$ cat config.mk
export PLATFORM = sky130hd
export DESIGN_NAME = omni_wheel_drive_mixer_core
export DESIGN_NICKNAME = d
export VERILOG_FILES = /design/src/hw/rtl/owdm_pkg.sv /design/src/hw/rtl/omni_wheel_drive_mixer_core.sv
export SDC_FILE = /design/constraint.sdc
export NUM_CORES = 1
export LEC_CHECK = 0
export CAP_MARGIN = 20
export CORE_AREA = 2 2 192 194
export DETAILED_ROUTE_END_ITERATION = 16
export DIE_AREA = 0 0 194 196
export DONT_BUFFER_PORTS = 1
export MAX_ROUTING_LAYER = met4
export SYNTH_ARGS = -nofsm -noshare
export SYNTH_HDL_FRONTEND = slang
export SYNTH_SLANG_ARGS = --single-unit
export TNS_END_PERCENT = 50
$ cat constraint.sdc
create_clock -name clk_i -period 17.3 [get_ports clk_i]
set_input_delay 3.46 -clock clk_i [delete_from_list [all_inputs] [get_ports clk_i]]
set_output_delay 3.46 -clock clk_i [all_outputs]
set_load 0.03 [all_outputs]
$ cat src/hw/rtl/owdm_pkg.sv
// ----------------------------------------------------------------------------
// owdm_pkg
// Widths, wheel codes, offsets and the quarter-wave sine table of the
// X-drive omni wheel mixer.
// ----------------------------------------------------------------------------
package owdm_pkg;

  localparam int WheelW       = 3;
  localparam int AngleW       = 9;
  localparam int AmpW         = 8;
  localparam int DriveW       = 9;
  localparam int SineFracBits = 15;
  localparam int QuarterIdxW  = 7;
  localparam int ProdW        = AmpW + SineFracBits;

  // largest magnitude: 255 * 32767 >> 15
  localparam int MaxDriveMag  = 254;

  localparam logic [WheelW-1:0] Wheel1 = 3'd1;
  localparam logic [WheelW-1:0] Wheel2 = 3'd2;
  localparam logic [WheelW-1:0] Wheel3 = 3'd3;
  localparam logic [WheelW-1:0] Wheel4 = 3'd4;

  // per-wheel offsets, taken modulo a full turn
  localparam logic [AngleW-1:0] Wheel1OffsetDeg = 9'd45;
  localparam logic [AngleW-1:0] Wheel2OffsetDeg = 9'd315;
  localparam logic [AngleW-1:0] Wheel3OffsetDeg = 9'd225;
  localparam logic [AngleW-1:0] Wheel4OffsetDeg = 9'd135;

  localparam logic [AngleW-1:0] FullTurnDeg    = 9'd360;
  localparam logic [AngleW-1:0] QuarterTurnDeg = 9'd90;
  localparam logic [AngleW-1:0] HalfTurnDeg    = 9'd180;
  localparam logic [AngleW-1:0] ThreeQuarterDeg = 9'd270;

  // round(sin(k deg) * 2^15), k = 0..90; the 90 degree entry saturates
  function automatic logic [SineFracBits-1:0] quarter_sine(
    input logic [QuarterIdxW-1:0] idx
  );
    logic [SineFracBits-1:0] v;
    case (idx)
      7'd0:  v = 15'd0;
      7'd1:  v = 15'd572;
      7'd2:  v = 15'd1144;
      7'd3:  v = 15'd1715;
      7'd4:  v = 15'd2286;
      7'd5:  v = 15'd2856;
      7'd6:  v = 15'd3425;
      7'd7:  v = 15'd3993;
      7'd8:  v = 15'd4560;
      7'd9:  v = 15'd5126;
      7'd10: v = 15'd5690;
      7'd11: v = 15'd6252;
      7'd12: v = 15'd6813;
      7'd13: v = 15'd7371;
      7'd14: v = 15'd7927;
      7'd15: v = 15'd8481;
      7'd16: v = 15'd9032;
      7'd17: v = 15'd9580;
      7'd18: v = 15'd10126;
      7'd19: v = 15'd10668;
      7'd20: v = 15'd11207;
      7'd21: v = 15'd11743;
      7'd22: v = 15'd12275;
      7'd23: v = 15'd12803;
      7'd24: v = 15'd13328;
      7'd25: v = 15'd13848;
      7'd26: v = 15'd14365;
      7'd27: v = 15'd14876;
      7'd28: v = 15'd15384;
      7'd29: v = 15'd15886;
      7'd30: v = 15'd16384;
      7'd31: v = 15'd16877;
      7'd32: v = 15'd17364;
      7'd33: v = 15'd17847;
      7'd34: v = 15'd18324;
      7'd35: v = 15'd18795;
      7'd36: v = 15'd19261;
      7'd37: v = 15'd19720;
      7'd38: v = 15'd20174;
      7'd39: v = 15'd20622;
      7'd40: v = 15'd21063;
      7'd41: v = 15'd21498;
      7'd42: v = 15'd21926;
      7'd43: v = 15'd22348;
      7'd44: v = 15'd22763;
      7'd45: v = 15'd23170;
      7'd46: v = 15'd23571;
      7'd47: v = 15'd23965;
      7'd48: v = 15'd24351;
      7'd49: v = 15'd24730;
      7'd50: v = 15'd25102;
      7'd51: v = 15'd25466;
      7'd52: v = 15'd25822;
      7'd53: v = 15'd26170;
      7'd54: v = 15'd26510;
      7'd55: v = 15'd26842;
      7'd56: v = 15'd27166;
      7'd57: v = 15'd27482;
      7'd58: v = 15'd27789;
      7'd59: v = 15'd28088;
      7'd60: v = 15'd28378;
      7'd61: v = 15'd28660;
      7'd62: v = 15'd28932;
      7'd63: v = 15'd29197;
      7'd64: v = 15'd29452;
      7'd65: v = 15'd29698;
      7'd66: v = 15'd29935;
      7'd67: v = 15'd30163;
      7'd68: v = 15'd30382;
      7'd69: v = 15'd30592;
      7'd70: v = 15'd30792;
      7'd71: v = 15'd30983;
      7'd72: v = 15'd31164;
      7'd73: v = 15'd31336;
      7'd74: v = 15'd31499;
      7'd75: v = 15'd31651;
      7'd76: v = 15'd31795;
      7'd77: v = 15'd31928;
      7'd78: v = 15'd32052;
      7'd79: v = 15'd32166;
      7'd80: v = 15'd32270;
      7'd81: v = 15'd32365;
      7'd82: v = 15'd32449;
      7'd83: v = 15'd32524;
      7'd84: v = 15'd32588;
      7'd85: v = 15'd32643;
      7'd86: v = 15'd32688;
      7'd87: v = 15'd32723;
      7'd88: v = 15'd32748;
      7'd89: v = 15'd32763;
      7'd90: v = 15'd32767;
      default: v = '0;
    endcase
    return v;
  endfunction

endpackage

$ cat src/hw/rtl/omni_wheel_drive_mixer_core.sv
// ----------------------------------------------------------------------------
// omni_wheel_drive_mixer_core
// Drive value for one wheel of a four-wheel X-drive omni base:
// amplitude * sin(angle + wheel offset), truncated toward zero.
// ----------------------------------------------------------------------------
// channel  | signals                                         | direction
// ---------+-------------------------------------------------+----------
// command  | start, busy, wheel_index_i, angle_deg_i,        | in
//          | amplitude_i, reverse_i                          |
// result   | drive_valid_o, drive_value_o                    | out
//
// One beat per cycle; busy stays low, so a command is taken on every edge
// with start high. Between acceptance and the result strobe lie one
// input register, then angle folding, table lookup and the 8x15 multiply
// ahead of the result register. The result is held for one cycle only and
// the receiver cannot stall it. Reset clears both valid flags.
// ----------------------------------------------------------------------------
module omni_wheel_drive_mixer_core (
  input  logic                               clk_i,
  input  logic                               rst_ni,
  input  logic                               start,
  output logic                               busy,
  input  logic [owdm_pkg::WheelW-1:0]        wheel_index_i,
  input  logic [owdm_pkg::AngleW-1:0]        angle_deg_i,
  input  logic [owdm_pkg::AmpW-1:0]          amplitude_i,
  input  logic                               reverse_i,
  output logic                               drive_valid_o,
  output logic signed [owdm_pkg::DriveW-1:0] drive_value_o
);
  import owdm_pkg::*;

  logic                     in_valid_q;
  logic [WheelW-1:0]        wheel_q;
  logic [AngleW-1:0]        angle_q;
  logic [AmpW-1:0]          amp_q;
  logic                     rev_q;

  logic                     out_valid_q;
  logic signed [DriveW-1:0] drive_q, drive_d;

  logic                     wheel_ok;
  logic [AngleW-1:0]        offset;
  logic [AngleW-1:0]        angle_red;
  logic [AngleW:0]          angle_sum;
  logic [AngleW:0]          angle_sum_red;
  logic [AngleW-1:0]        angle_mod;
  logic [AngleW-1:0]        fold;
  logic                     sine_neg;
  logic [SineFracBits-1:0]  sine_mag;
  logic [ProdW-1:0]         prod;
  logic [DriveW-1:0]        mag_ext;

  assign busy = 1'b0;

  always_ff @(posedge clk_i or negedge rst_ni) begin
    if (!rst_ni) begin
      in_valid_q <= 1'b0;
    end else begin
      in_valid_q <= start && !busy;
    end
  end

  always_ff @(posedge clk_i) begin
    if (start && !busy) begin
      wheel_q <= wheel_index_i;
      angle_q <= angle_deg_i;
      amp_q   <= amplitude_i;
      rev_q   <= reverse_i;
    end
  end

  always_comb begin
    wheel_ok = 1'b1;
    case (wheel_q)
      Wheel1:  offset = Wheel1OffsetDeg;
      Wheel2:  offset = Wheel2OffsetDeg;
      Wheel3:  offset = Wheel3OffsetDeg;
      Wheel4:  offset = Wheel4OffsetDeg;
      default: begin
        offset   = '0;
        wheel_ok = 1'b0;
      end
    endcase
  end

  // inputs past a full turn wrap once, then the offset may wrap once more
  always_comb begin
    angle_red     = (angle_q >= FullTurnDeg) ? angle_q - FullTurnDeg : angle_q;
    angle_sum     = {1'b0, angle_red} + {1'b0, offset};
    angle_sum_red = (angle_sum >= {1'b0, FullTurnDeg}) ?
                    angle_sum - {1'b0, FullTurnDeg} : angle_sum;
    angle_mod     = angle_sum_red[AngleW-1:0];
  end

  always_comb begin
    if (angle_mod <= QuarterTurnDeg) begin
      fold = angle_mod;
    end else if (angle_mod <= HalfTurnDeg) begin
      fold = HalfTurnDeg - angle_mod;
    end else if (angle_mod <= ThreeQuarterDeg) begin
      fold = angle_mod - HalfTurnDeg;
    end else begin
      fold = FullTurnDeg - angle_mod;
    end
    sine_neg = angle_mod > HalfTurnDeg;
    sine_mag = quarter_sine(fold[QuarterIdxW-1:0]);
  end

  // magnitude first, sign after: truncation toward zero
  always_comb begin
    prod    = {{SineFracBits{1'b0}}, amp_q} * {{AmpW{1'b0}}, sine_mag};
    mag_ext = {1'b0, prod[ProdW-1:SineFracBits]};
    if (!wheel_ok) begin
      drive_d = '0;
    end else if (sine_neg ^ rev_q) begin
      drive_d = -$signed(mag_ext);
    end else begin
      drive_d = $signed(mag_ext);
    end
  end

  always_ff @(posedge clk_i or negedge rst_ni) begin
    if (!rst_ni) begin
      out_valid_q <= 1'b0;
    end else begin
      out_valid_q <= in_valid_q;
    end
  end

  always_ff @(posedge clk_i) begin
    if (in_valid_q) begin
      drive_q <= drive_d;
    end
  end

  assign drive_valid_o = out_valid_q;
  assign drive_value_o = drive_q;

endmodule

==> results of run 1 <==
[critical path, delay by kind of cell, from the launching register on]
kind,cells,cell delay (ps)
AO/OA/AOI/OAI,18,4500
XOR/XNOR,2,910
adder cells (fa/ha/maj),9,3980
buffers and inverters,5,860
flip-flops,1,450
multiplexers,1,160
AND/OR/NAND/NOR,13,2710
[layout make-up]
cell class	instances	area [µm²]
inverter	116	435.4
timing repair buffer	8	60.06
tap	468	585.6
clock inverter	3	13.76
fill	3947	26640
sequential	32	950.9
antenna	2	5.005
multi-input combinational	896	7273
clock buffer	5	125.1
[worst paths after layout]
kind,from,to,slack (ps),cells after the start
min,in_valid_q$_DFF_PN0_,drive_valid_o$_DFF_PN0_,630,0
min reg2reg,in_valid_q$_DFF_PN0_,drive_valid_o$_DFF_PN0_,630,0
max reg2reg,wheel_q[1]$_DFFE_PP_,drive_value_o[7]$_SDFFCE_PP0P_,3450,48
max,wheel_q[1]$_DFFE_PP_,drive_value_o[7]$_SDFFCE_PP0P_,3450,48
min in group asynchronous,rst_ni,in_valid_q$_DFF_PN0_,2870,0
max in group asynchronous,rst_ni,drive_valid_o$_DFF_PN0_,14360,0
[cells in the mapped netlist, drive strengths merged (5+ instances only)]
master   count  area share (%)
nor3        26             1.7
o31ai       10             1.1
buf         24             1.8
o21ai       66             4.2
o2111ai      6            0.66
nor2b       18             1.3
fa          78              18
mux2i       11             1.2
nand2b      10            0.70
a211o        9            0.90
o221ai       5            0.49
xnor2       16             1.7
inv        116             4.9
nand3       17             1.1
a21boi      10            0.84
a221oi       7            0.95
mux2         5            0.72
edfxtp      30              10
a311oi       9            0.95
or2          6            0.42
o21a         8            0.76
o211ai      16             1.4
xor2        10             1.3
a31oi        6            0.59
nand4        6            0.42
or3          7            0.49
nand2      110             4.6
a21o        19             1.6
nor2       100             4.4
o21bai       6            0.63
and3         7            0.49
a211oi      23             2.4
and2        65             4.6
a21oi       73             4.4
clkbuf      32             1.3
ha          63             8.8
[layer usage]
metal  global-route usage, %  up-vias  share of wire (%)
li1                        -     3810                  -
met1                   18.01     3889                 44
met2                   22.70      322                 48
met3                   1.410       52                5.4
met4                   4.153        0                2.8
met5                       -        -                  0
[registers in the layout (all words and copies together) (netlist names)]
signal and flops:
wheel_q 3, in_valid_q 1, amp_q 8, drive_value_o 9
angle_q 9, drive_valid_o 1, rev_q 1
[logic make-up (layout without fill, tap and decap cells)]
group | after synthesis | count (layout) | synth area share (%)
DFF | 32 | 32 | 10.66
adders and majority gates | 141 | 141 | 26.34
and+or+nand+nor | 386 | 386 | 21.51
xor gates and xnor gates | 28 | 28 | 3.520
muxes | 17 | 17 | 2.202
AOI/OAI and AO/OA | 323 | 323 | 27.75
other | 1 | 3 | 0.04203
buffers and inverters | 172 | 132 | 7.979
[metrics by stage]
stage               instance area (µm²)  util (%)  hold slack, ps  instances  worst slack (ps)
global route                       9449     26.19           657.4       1530              2186
floorplan                          8922         -           558.0       1100              5522
finish                             9449     26.19           630.9       1530              3454
CTS                                9437     26.15           636.7       1527              3632
global placement                   9298     25.77           613.9       1519              3963
detailed placement                 9298     25.77           623.8       1519              3649
==> results.py, run 1 <==
metrics = {
    "status": {
        "outcome": "completed",
    },
    "synthesis": {
        "synth.avg_cell_area_um2": 8.111,
        "synth_seq_cells": 32,
        "yosys_warnings": 0,
        "netlist_area_mm2": 0.008922,
        "synth_cell_type_count": 111,
        "synth_edf_count": 30,
        "async_flop_share_pct": 6.250,
        "synth_fp_nets": 1265,
        "seq_area_frac_synth_pct": 10.66,
        "syn_inst": 1100,
        "synthFlopType": "edfxtp_1",
    },
    "drt": {
        "viasPerCell": 5.276,
        "vias": 8073,
        "ant_nets": 0,
        "drt-initial-drc-count": 873,
        "wl_per_cell_um": 16.58,
        "wirelength_um": 25360,
        "drc_errors": 0,
        "drt_first_pass_iters": 5,
    },
    "global_routing": {
        "grt_pass1_vias": 7969,
        "grt_pass1_wl_um": 42500,
        "grtUsageTotal_pct": 13.82,
        "overflow": 0,
        "grt_max_degree": 49,
        "antenna_found_initial": 2,
    },
    "place": {
        "io_buffers": 0,
        "place_congestion": 0.9590,
        "hpwlAfterDp_um": 19570,
    },
    "clocking": {
        "post_cts_resized": 0,
        "cts.reportedPaths.clkPinSlew_ps": 50,
        "cts-root-buf": "clkbuf_16",
        "cts-buffers-inserted": 5,
        "cts_setup_buffers": 0,
        "clockBufferDepth": 2,
        "htree_levels": 2,
        "clk_latency_ps": 290,
        "cts_tree": "built",
        "cts.sinks": 32,
        "holdBufCountCts": 0,
    },
    "setup_path": {
        "startpoint_type": "flip-flop",
        "required_ps": 17330,
        "cp_max_fo": 41,
        "path_class": "flip-flop to flip-flop",
        "end_kind": "flip-flop",
        "slowest_delay_ps": 850,
        "cpMaxStageDelayCell": "a311oi_1",
        "cp.arrival_ps": 13870,
    },
    "finish": {
        "nets": 1224,
        "mostFrequentLayoutCells": "nand2_1 (110), inv_1 (110), nor2_1 (96)",
        "drive_above_1_share_pct": 8.396,
        "area_growth_pct": 5.904,
    },
    "timing": {
        "hold_viol_final": 0,
        "fin_tns_setup_ps": 0,
        "finalCriticalPeriod_ps": 13850,
        "finClkSkew_ps": 9.305,
        "setup_viol": 0,
        "drv_slew": 0,
        "fmax_mhz": 72.22,
        "relSlewSlack_pct": 30.30,
        "rsz0062_at_grt": "no",
        "finalCritPeriodShare_pct": 80.03,
        "worst_pin_slew_ps": 1042,
    },
    "hold_path": {
        "hp-class": "flip-flop to flip-flop",
    },
    "floorplan": {
        "start_util_pct": 24.73,
        "io_pins": 35,
        "dieArea_mm2": 0.03802,
        "core-area_mm2": 0.03608,
        "dieWidth_um": 194,
        "dieHeight_um": 196,
        "rows": 70,
    },
    "run": {
        "maxCapViolCount": 0,
    },
}
Power of run 1 is left out: the tool's default activity adds up to more than one toggle a clock period on the data nets, which glitch-free logic cannot reach.
==> inputs of run 2 (changes only) <==
- clock period: 17.3 -> 13.1 ns (I/O delays scaled with it)
==> run 2 against run 1 <==
  * Cell count is 1.9% higher
  * Routed wire length is 0.28% higher
  * Critical path depth is 1 higher
  * Utilization is 0.92 points higher
  * Clock-buffer cell count stayed put
  * Clock skew is 5.1 ps lower
  * Sequential share of layout area is 0.34 points lower
  * Critical endpoint is now drive_value_o[8]$_SDFFCE_PN0P_
  * Setup slack worse by 2700 ps
  * Flip-flop and latch count stayed put
  * First-iteration DRC count is 5.0% lower
  * Critical path type unchanged
  * Non-clock buffer count is 30 higher
  * Maximum frequency is 12% higher
==> results.py, run 2 (synthesis results as in run 1) <==
metrics = {
    "global_routing": {
        "antenna_found_initial": 0,
        "grtUsageTotal_pct": 14.01,
        "grt_pass1_wl_um": 43500,
        "grt_max_degree": 48,
        "grt_pass1_vias": 8296,
        "overflow": 0,
    },
    "hold_path": {
        "hold_depth": 0,
        "hp-class": "flip-flop to flip-flop",
        "holdPathEnd": "drive_valid_o$_DFF_PN0_",
        "min_from": "in_valid_q$_DFF_PN0_",
    },
    "setup_path": {
        "reg2reg_to": "drive_value_o[8]$_SDFFCE_PN0P_",
        "cpMaxStageDelayCell": "fa_1",
        "required_ps": 13120,
        "cp_max_fo": 11,
        "slowest_delay_ps": 540,
        "crit_buf_inv": 6,
        "path_class": "flip-flop to flip-flop",
        "cp.arrival_ps": 12330,
        "reg2reg_setup_slack_ps": 790,
        "crit_family": "compound AO/OA/AOI/OAI gates",
        "end_kind": "flip-flop",
        "r2r_start": "angle_q[4]$_DFFE_PP_",
        "startpoint_type": "flip-flop",
        "rr_worst_depth": 49,
    },
    "drt": {
        "drt-initial-drc-count": 829,
        "vias": 8253,
        "viasPerCell": 5.294,
        "drc_errors": 0,
        "wl_per_cell_um": 16.31,
        "ant_nets": 0,
        "wirelength_um": 25430,
        "drt_first_pass_iters": 5,
    },
    "floorplan": {
        "start_util_pct": 24.73,
        "rows": 70,
        "core-area_mm2": 0.03608,
        "dieWidth_um": 194,
        "dieHeight_um": 196,
        "io_pins": 35,
        "dieArea_mm2": 0.03802,
    },
    "finish": {
        "instances_no_fill": 1559,
        "num-fill-cells": 3929,
        "seqCellArea_um2": 950.9,
        "utilization_pct": 27.10,
        "final_area_mm2": 0.009781,
        "antenna-diode-count": 0,
        "drive_above_1_share_pct": 12.19,
        "mostFrequentLayoutCells": "nand2_1 (110), inv_1 (110), nor2_1 (94)",
        "nets": 1255,
        "multiInputGateArea_mm2": 0.007367,
        "area_growth_pct": 9.620,
    },
    "run": {
        "maxCapViolCount": 0,
    },
    "clocking": {
        "htree_levels": 2,
        "clk_latency_ps": 280,
        "cts-root-buf": "clkbuf_16",
        "cts.sinks": 32,
        "cts-buffers-inserted": 5,
        "cts_tree": "built",
        "cts.reportedPaths.clkPinSlew_ps": 50,
        "clockBufferDepth": 2,
    },
    "place": {
        "place_congestion": 0.9410,
        "hpwlAfterDp_um": 19850,
        "io_buffers": 0,
        "place_inst": 1543,
        "place_area_mm2": 0.009490,
    },
    "timing": {
        "drv_slew": 0,
        "hold_viol_final": 0,
        "finalCriticalPeriod_ps": 12310,
        "holdWs_ps": 635.0,
        "fmax_mhz": 81.22,
        "setup_viol": 0,
        "relSlewSlack_pct": 35.46,
        "finalCritPeriodShare_pct": 93.99,
        "finClkSkew_ps": 4.188,
        "worst_pin_slew_ps": 953.0,
    },
    "status": {
        "outcome": "completed",
    },
}
[run 2: cell count changes in the layout (fill, tap and decap cells not counted), moves of 2 or more]
cell,previous run,this run
nor2_2,3,5
ha_2,0,4
clkinv_2,2,0
ha_1,63,58
clkinvlp_4,0,2
diode_2,2,0
nor2_1,96,94
buf_4,7,37
a211oi_4,1,3
[run 2: timing repair]
action                                  in CTS  in global routing
hold buffers                                 0                  0
endpoints found under the setup margin       0                  8
buffers inserted                             0                  7
resized for setup                            0                 21
[run 2: final cells by class]
| type | count | area share (%) |
|---|---|---|
| clock buffer | 5 | 1.279 |
| multi-input combinational | 897 | 75.32 |
| sequential | 32 | 9.722 |
| tap | 468 | 5.987 |
| timing repair buffer | 38 | 3.045 |
| clock inverter | 3 | 0.1919 |
| inverter | 116 | 4.452 |
[run 2: metrics by stage]
stage                     setup slack [ps]  setup TNS [ps]
final                                787.8               0
after global routing                -19.69          -19.69
after CTS                            306.8               0
after detailed placement             370.5               0
after global placement               600.2               0
after floorplan                       1322               0
[run 2: layer usage]
layer | track usage, % | wire, µm | up-vias
li1 | - | - | 3856
met1 | 18.31 | 11090 | 3996
met2 | 22.87 | 12020 | 339
met4 | 4.517 | 758 | 0
met5 | - | 0 | -
met3 | 1.324 | 1560 | 62
[run 2: how the worst max path moves through the flow]
stage / from / to / slack [ps] / depth (start not counted)
after global placement: angle_q[4]$_DFFE_PP_ / drive_value_o[8]$_SDFFCE_PN0P_ / 600 / 49
after floorplan: angle_q[4]$_DFFE_PP_ / drive_value_o[7]$_SDFFCE_PP0P_ / 1320 / 51
after global routing: angle_q[4]$_DFFE_PP_ / drive_value_o[8]$_SDFFCE_PN0P_ / -20 / 49
after detailed placement: angle_q[4]$_DFFE_PP_ / drive_value_o[8]$_SDFFCE_PN0P_ / 370 / 46
final: angle_q[4]$_DFFE_PP_ / drive_value_o[8]$_SDFFCE_PN0P_ / 790 / 49
after CTS: angle_q[4]$_DFFE_PP_ / drive_value_o[8]$_SDFFCE_PN0P_ / 310 / 46
Power of run 2 is left out for the same reason.
